File: config.mk
export PLATFORM = sky130hd
export DESIGN_NAME = polygon_point_containment
export DESIGN_NICKNAME = d
export VERILOG_FILES = /design/src/pcc_pkg.sv /design/src/polygon_point_containment.sv
export SDC_FILE = /design/constraint.sdc
export NUM_CORES = 2
export LEC_CHECK = 0
export ABC_AREA = 1
export ABC_CLOCK_PERIOD_IN_PS = 8670
export BUFFER_PORTS_ARGS = -buffer_cell sky130_fd_sc_hd__buf_4
export CAP_MARGIN = 20
export CORE_UTILIZATION = 60
export DETAILED_ROUTE_END_ITERATION = 6
export PLACE_DENSITY = 0.73
export SYNTH_ARGS = -nofsm -noshare
export SYNTH_HDL_FRONTEND = slang
export SYNTH_SLANG_ARGS = --single-unit
File: constraint.sdc
create_clock -name clock -period 8.67 [get_ports clock]
set_input_delay 0.4335 -clock clock [delete_from_list [all_inputs] [get_ports clock]]
set_output_delay 0.4335 -clock clock [all_outputs]
set_load 0.01 [all_outputs]
File: src/pcc_pkg.sv
// Shared types and constants for the polygon point containment block.
// No dependencies.
`default_nettype none

package pcc_pkg;

   localparam int COORD_BITS_DEF = 16;
   localparam int EXTRA_BITS     = 8;

   typedef enum logic [2:0] {
      ST_IDLE,
      ST_SETUP,
      ST_MUL,
      ST_DIV,
      ST_RESOLVE,
      ST_FINISH
   } state_type;

   typedef enum logic [1:0] {
      VERDICT_OUTSIDE   = 2'd0,
      VERDICT_INSIDE    = 2'd1,
      VERDICT_ON_EDGE   = 2'd2,
      VERDICT_ON_VERTEX = 2'd3
   } verdict_type;

   localparam logic [1:0] DIR_UP    = 2'd0;
   localparam logic [1:0] DIR_RIGHT = 2'd1;
   localparam logic [1:0] DIR_DOWN  = 2'd2;
   localparam logic [1:0] DIR_LEFT  = 2'd3;

endpackage

`default_nettype wire

File: src/polygon_point_containment.sv
// A vertex item that forms no edge goes from idle to finish; an edge adds setup once
// per axis pass, then multiply, the bit-serial restoring divider and resolve for each
// pass whose line crosses it, one quotient bit per cycle.
// Throughput: one item at a time; the next is accepted once the block is back in idle.
// Reset: synchronous, active high; clears control state, the held query point and
// the crossing flags. The verdict register lets the next item in while a result waits.
`default_nettype none

module polygon_point_containment
   import pcc_pkg::*;
#(
   parameter int COORD_BITS = COORD_BITS_DEF
) (
   input  wire logic                         clock,
   input  wire logic                         reset,
   input  wire logic                         req_valid,
   output logic                              req_ready,
   input  wire logic signed [COORD_BITS-1:0] req_query_x,
   input  wire logic signed [COORD_BITS-1:0] req_query_y,
   input  wire logic signed [COORD_BITS-1:0] req_vertex_x,
   input  wire logic signed [COORD_BITS-1:0] req_vertex_y,
   input  wire logic                         req_first_vertex,
   input  wire logic                         req_last_vertex,
   output logic                              rsp_valid,
   input  wire logic                         rsp_ready,
   output logic [1:0]                        rsp_verdict
);

   localparam int CB   = COORD_BITS;
   localparam int DW   = CB + 1;
   localparam int RW   = DW + 1;
   localparam int QW   = CB + 1 + EXTRA_BITS;
   localparam int CW   = CB + EXTRA_BITS + 2;
   localparam int NW   = 2 * DW + EXTRA_BITS;
   localparam int CNTW = $clog2(NW + 1);

   state_type               state_ff, state_in;
   logic signed [CB-1:0]    qx_ff, qx_in, qy_ff, qy_in;
   logic signed [CB-1:0]    px_ff, px_in, py_ff, py_in;
   logic signed [CB-1:0]    ex0_ff, ex0_in, ey0_ff, ey0_in;
   logic signed [CB-1:0]    ex1_ff, ex1_in, ey1_ff, ey1_in;
   logic                    have_prev_ff, have_prev_in;
   logic                    latched_ff, latched_in;
   verdict_type             lverdict_ff, lverdict_in;
   logic [3:0]              found_ff, found_in;
   logic [3:0]              faces_ff, faces_in;
   logic signed [CW-1:0]    near_ff [4];
   logic signed [CW-1:0]    near_in [4];
   logic                    last_ff, last_in;
   logic                    pass_ff, pass_in;
   logic [DW-1:0]           mag_ff, mag_in, a_ff, a_in, den_ff, den_in;
   logic                    neg_ff, neg_in;
   logic signed [CB-1:0]    base_ff, base_in;
   logic [NW-1:0]           dvd_ff, dvd_in;
   logic [RW-1:0]           rem_ff, rem_in;
   logic [QW-1:0]           quo_ff, quo_in;
   logic [CNTW-1:0]         cnt_ff, cnt_in;
   logic                    rsp_valid_ff, rsp_valid_in;
   verdict_type             rsp_verdict_ff, rsp_verdict_in;

   logic signed [CB-1:0]    u0r, v0r, u1r, v1r, u0, v0, u1, v1, t, w, vlo, vhi;
   logic signed [DW-1:0]    dv, du, dt, dx, dy;
   logic [2*DW-1:0]         prod;
   logic [RW-1:0]           shifted;
   logic                    qbit;
   logic signed [CW-1:0]    basesc, wsc, qext, c;
   logic [CW-1:0]           rnz;
   logic                    exact, vhit;
   logic [1:0]              k;
   logic                    nearer, fout, enclosed;

   assign req_ready   = (state_ff == ST_IDLE);
   assign rsp_valid   = rsp_valid_ff;
   assign rsp_verdict = rsp_verdict_ff;

   always_comb begin
      u0r = pass_ff ? ey0_ff : ex0_ff;
      v0r = pass_ff ? ex0_ff : ey0_ff;
      u1r = pass_ff ? ey1_ff : ex1_ff;
      v1r = pass_ff ? ex1_ff : ey1_ff;
      if (u1r < u0r) begin
         u0 = u1r; v0 = v1r; u1 = u0r; v1 = v0r;
      end else begin
         u0 = u0r; v0 = v0r; u1 = u1r; v1 = v1r;
      end
      t   = pass_ff ? qy_ff : qx_ff;
      w   = pass_ff ? qx_ff : qy_ff;
      vlo = (v0 < v1) ? v0 : v1;
      vhi = (v0 < v1) ? v1 : v0;
      dv  = DW'(v1) - DW'(v0);
      du  = DW'(u1) - DW'(u0);
      dt  = DW'(t) - DW'(u0);
      dx  = DW'(ex1_ff) - DW'(ex0_ff);
      dy  = DW'(ey1_ff) - DW'(ey0_ff);
      vhit = (qx_ff == ex0_ff && qy_ff == ey0_ff) || (qx_ff == ex1_ff && qy_ff == ey1_ff);

      prod    = mag_ff * a_ff;
      shifted = {rem_ff[RW-2:0], dvd_ff[NW-1]};
      qbit    = (shifted >= {1'b0, den_ff});

      basesc = CW'(base_ff) <<< EXTRA_BITS;
      wsc    = CW'(w) <<< EXTRA_BITS;
      qext   = $signed(CW'(quo_ff));
      rnz    = CW'(rem_ff != '0);
      exact  = (rem_ff == '0);
      if (neg_ff) begin
         c = basesc - qext - $signed(rnz);
      end else begin
         c = basesc + qext;
      end
      if (c >= wsc) begin
         k      = pass_ff ? DIR_RIGHT : DIR_UP;
         nearer = (c < near_ff[k]);
         fout   = pass_ff ? (dy > 0) : (dx < 0);
      end else begin
         k      = pass_ff ? DIR_LEFT : DIR_DOWN;
         nearer = (c > near_ff[k]);
         fout   = pass_ff ? (dy < 0) : (dx > 0);
      end
      enclosed = &(found_ff & faces_ff);
   end

   always_comb begin
      state_in       = state_ff;
      qx_in          = qx_ff;
      qy_in          = qy_ff;
      px_in          = px_ff;
      py_in          = py_ff;
      ex0_in         = ex0_ff;
      ey0_in         = ey0_ff;
      ex1_in         = ex1_ff;
      ey1_in         = ey1_ff;
      have_prev_in   = have_prev_ff;
      latched_in     = latched_ff;
      lverdict_in    = lverdict_ff;
      found_in       = found_ff;
      faces_in       = faces_ff;
      near_in        = near_ff;
      last_in        = last_ff;
      pass_in        = pass_ff;
      mag_in         = mag_ff;
      a_in           = a_ff;
      den_in         = den_ff;
      neg_in         = neg_ff;
      base_in        = base_ff;
      dvd_in         = dvd_ff;
      rem_in         = rem_ff;
      quo_in         = quo_ff;
      cnt_in         = cnt_ff;
      rsp_valid_in   = rsp_valid_ff && !rsp_ready;
      rsp_verdict_in = rsp_verdict_ff;

      case (state_ff)
         ST_IDLE: begin
            if (req_valid) begin
               ex0_in       = px_ff;
               ey0_in       = py_ff;
               ex1_in       = req_vertex_x;
               ey1_in       = req_vertex_y;
               px_in        = req_vertex_x;
               py_in        = req_vertex_y;
               last_in      = req_last_vertex;
               pass_in      = 1'b0;
               state_in     = ST_FINISH;
               if (req_first_vertex) begin
                  qx_in       = req_query_x;
                  qy_in       = req_query_y;
                  found_in    = '0;
                  faces_in    = '0;
                  latched_in  = 1'b0;
                  lverdict_in = VERDICT_OUTSIDE;
               end else if (have_prev_ff && !latched_ff) begin
                  state_in = ST_SETUP;
               end
               have_prev_in = 1'b1;
            end
         end
         ST_SETUP: begin
            if (!pass_ff && vhit) begin
               latched_in  = 1'b1;
               lverdict_in = VERDICT_ON_VERTEX;
               state_in    = ST_FINISH;
            end else if (u0 == u1) begin
               if (t == u0 && w > vlo && w < vhi) begin
                  latched_in  = 1'b1;
                  lverdict_in = VERDICT_ON_EDGE;
                  state_in    = ST_FINISH;
               end else begin
                  pass_in  = 1'b1;
                  state_in = pass_ff ? ST_FINISH : ST_SETUP;
               end
            end else if (t > u0 && t < u1) begin
               mag_in   = dv[DW-1] ? DW'(-dv) : DW'(dv);
               a_in     = dt;
               den_in   = du;
               neg_in   = dv[DW-1];
               base_in  = v0;
               state_in = ST_MUL;
            end else begin
               pass_in  = 1'b1;
               state_in = pass_ff ? ST_FINISH : ST_SETUP;
            end
         end
         ST_MUL: begin
            dvd_in   = {prod, {EXTRA_BITS{1'b0}}};
            rem_in   = '0;
            quo_in   = '0;
            cnt_in   = CNTW'(NW);
            state_in = ST_DIV;
         end
         ST_DIV: begin
            rem_in = qbit ? (shifted - {1'b0, den_ff}) : shifted;
            quo_in = {quo_ff[QW-2:0], qbit};
            dvd_in = dvd_ff << 1;
            cnt_in = cnt_ff - 1'b1;
            if (cnt_ff == CNTW'(1)) begin
               state_in = ST_RESOLVE;
            end
         end
         ST_RESOLVE: begin
            if (exact && c == wsc) begin
               latched_in  = 1'b1;
               lverdict_in = VERDICT_ON_EDGE;
               state_in    = ST_FINISH;
            end else begin
               if (!found_ff[k] || nearer) begin
                  found_in[k] = 1'b1;
                  near_in[k]  = c;
                  faces_in[k] = fout;
               end
               pass_in  = 1'b1;
               state_in = pass_ff ? ST_FINISH : ST_SETUP;
            end
         end
         ST_FINISH: begin
            if (!last_ff) begin
               state_in = ST_IDLE;
            end else if (!rsp_valid_ff || rsp_ready) begin
               rsp_valid_in   = 1'b1;
               rsp_verdict_in = latched_ff ? lverdict_ff :
                                (enclosed ? VERDICT_INSIDE : VERDICT_OUTSIDE);
               found_in       = '0;
               faces_in       = '0;
               latched_in     = 1'b0;
               lverdict_in    = VERDICT_OUTSIDE;
               have_prev_in   = 1'b0;
               state_in       = ST_IDLE;
            end
         end
         default: begin
            state_in = ST_IDLE;
         end
      endcase
   end

   always_ff @(posedge clock) begin
      if (reset) begin
         state_ff     <= ST_IDLE;
         qx_ff        <= '0;
         qy_ff        <= '0;
         have_prev_ff <= 1'b0;
         latched_ff   <= 1'b0;
         lverdict_ff  <= VERDICT_OUTSIDE;
         found_ff     <= '0;
         faces_ff     <= '0;
         rsp_valid_ff <= 1'b0;
      end else begin
         state_ff     <= state_in;
         qx_ff        <= qx_in;
         qy_ff        <= qy_in;
         have_prev_ff <= have_prev_in;
         latched_ff   <= latched_in;
         lverdict_ff  <= lverdict_in;
         found_ff     <= found_in;
         faces_ff     <= faces_in;
         rsp_valid_ff <= rsp_valid_in;
      end
      px_ff          <= px_in;
      py_ff          <= py_in;
      ex0_ff         <= ex0_in;
      ey0_ff         <= ey0_in;
      ex1_ff         <= ex1_in;
      ey1_ff         <= ey1_in;
      near_ff        <= near_in;
      last_ff        <= last_in;
      pass_ff        <= pass_in;
      mag_ff         <= mag_in;
      a_ff           <= a_in;
      den_ff         <= den_in;
      neg_ff         <= neg_in;
      base_ff        <= base_in;
      dvd_ff         <= dvd_in;
      rem_ff         <= rem_in;
      quo_ff         <= quo_in;
      cnt_ff         <= cnt_in;
      rsp_verdict_ff <= rsp_verdict_in;
   end

endmodule

`default_nettype wire

==> out/metrics.cfg <==
[cts]
clk-insertion-delay-late_ns=0.60
cts_setup_buffers=0
cts_resized=0
clk_pin_slew_ns=0.06
cts.sinks=370
clockBufferDepth=3
cts_tree=done
cts_root_buf=clkbuf_16
htree_levels=2
ctsHoldBuffers=31
cts-buffers-inserted=43

[route]
avgViaCountPerCell=5.60
wl_per_cell_um=17.9
dr.pass1.iters=6
vias=28800
drc=0
wl_um=92000
ant_nets=0
first_iter_violations=2371

[critical_path]
crit_required_ns=8.91
worstSetupEndpointType=flop
critPathBufInv=4
slowest_delay_ns=0.96
worstSetupStartpointType=flop
slowest_stage=nor4_1
critPathKind=reg2reg
critPathTopFamily=simple AND/OR/NAND/NOR gates
worstPathArrival_ns=7.93
cp_common_cell=nand2_1
crit_fanout=26

[place]
io_buffers=73
place_hpwl_um=72200
place.gp.congestion=1.00
placed_cells=5025
pre_cts_ws_ns=1.09

[finish]
post-route-util_pct=66.6
drive_gt1_share_pct=5.74
nets=5024
synthToLayoutAreaGrowth_pct=8.67
instances_no_fill=5137
fillers=4897

[synth]
synth_common_cells=nand2_1, inv_1, ha_1
ys_seq_area_share_pct=29.9
syn-cell-area_sq_um=35600
synthDistinctLibCells=64
synth_cells=4287
synth.most_common_cell=nand2_1
synth-edff-count=323
synth_area_per_cell_sq_um=8.30
synth-main-ff-cell=edfxtp_1
syn_nets=4973
synth_area_leaders=edfxtp_1, ha_1, fa_1
synth_top_area_share_pct=27.2
yosysWarnings=0
yosys_register_bits=370
yosysTopAreaCell=edfxtp_1
async_flop_share_pct=0

[grt]
grt_max_degree=105
grt_usage_pct=31.2
grt_pass1_vias=27800
antenna_found_initial=2
grt_pass1_wl_um=147000
grt_overflow=0

[floorplanning]
die_x_um=246
fp.dieH_um=246
row_count=88
coreArea_sq_um=58100
dieArea_sq_um=60300
start_util_pct=61.2
ios=74

[sta]
tightest_slew_ns=1.22
finalSetupTns_ns=0
setup_slack_ns=0.976
rsz0062_at_grt=no
post-route-min-period_ns=7.69
setup-violations-final=0
slew_viol_final=0
fin_crit_sh_pct=88.7
clock-skew-final_ns=0.0297
relSlewSlack_pct=17.7
finalHoldViolCount=0
fmax_ghz=0.130

[status]
status=complete, no violations

[flow_run]
maxCapViolCount=0

[min_path]
hp-class=in2reg

==> per-layer routing <==
metal  vias up  part of all wire (%)  global-route usage (%)
met5         -                 0.012                       0
met2      1019                    46                    50.5
met4         2                   3.5                    10.7
li1      14000                     -                       -
met3       181                   7.6                    4.07
met1     13600                    43                    43.2
==> flip-flops by register name (all words and copies together) (netlist names), 17 cells and up <==
signal	flops
a_ff	17
den_ff	17
dvd_ff	34
mag_ff	17
near_ff	104
quo_ff	25
rem_ff	18
==> layout by cell type (no fill, tap or decap), drive strengths merged, types with 12 or more instances in the layout <==
master / count
o21a: 12
ha: 386
nand2: 964
nor4: 20
nor2: 178
nand3: 95
a211oi: 13
inv: 804
mux2i: 52
a21o: 13
xor2: 89
xnor2: 105
clkbuf: 52
dfxtp: 47
nor3: 44
buf: 123
fa: 230
a31oi: 21
dlygate4sd3: 31
o21ai: 358
nand4: 40
a21oi: 264
edfxtp: 323
==> final cells by class <==
cell class	instances	area (sq um)	share of cell area [%]
clock buffers	52	1160	3.00
well taps	765	957	2.47
inverters	795	2980	7.71
flip-flops and latches	370	10600	27.5
repair buffers	154	1270	3.27
multi-input cells	2974	21400	55.3
diodes	1	2.50	0.00647
clock inverters	26	274	0.708
==> stage by stage <==
| step | hold slack [ns] | cell area, sq um |
|---|---|---|
| 6_report | 0.0249 | 38700 |
| 5_1_grt | 0.00484 | 38700 |
| 4_1_cts | 0.00193 | 38700 |
| 3_5_place_dp | 0.466 | 36900 |
| 3_3_place_gp | 0.456 | 36900 |
| 2_1_floorplan | 0.442 | 35600 |
==> cell families after synthesis <==
family,Yosys count,synth area share [%]
flip-flops,370,29.9
AO/OA/AOI/OAI,746,11.6
buffers and inverters,943,10.1
multiplexers,52,1.46
XOR/XNOR,194,4.77
AND/OR/NAND/NOR,1366,15.7
adder cells (fa/ha/maj),616,26.5
==> path summary, 6_finish.rpt <==
check / from / end / slack, ns / cells after the start
hold / removal: req_vertex_x[10] / ex1_ff[10]$_DFFE_PP_ / 0.02 / 1
setup / recovery: rem_ff[2]$_SDFFCE_PN0P_ / near_ff[63]$_DFFE_PP_ / 0.98 / 44
setup reg to reg: rem_ff[2]$_SDFFCE_PN0P_ / near_ff[63]$_DFFE_PP_ / 0.98 / 44
hold reg to reg: faces_ff[3]$_SDFFE_PP0P_ / faces_ff[3]$_SDFFE_PP0P_ / 0.47 / 2
Power is left out: the tool's default activity adds up to more than one toggle a clock period on the data nets, which glitch-free logic cannot reach.
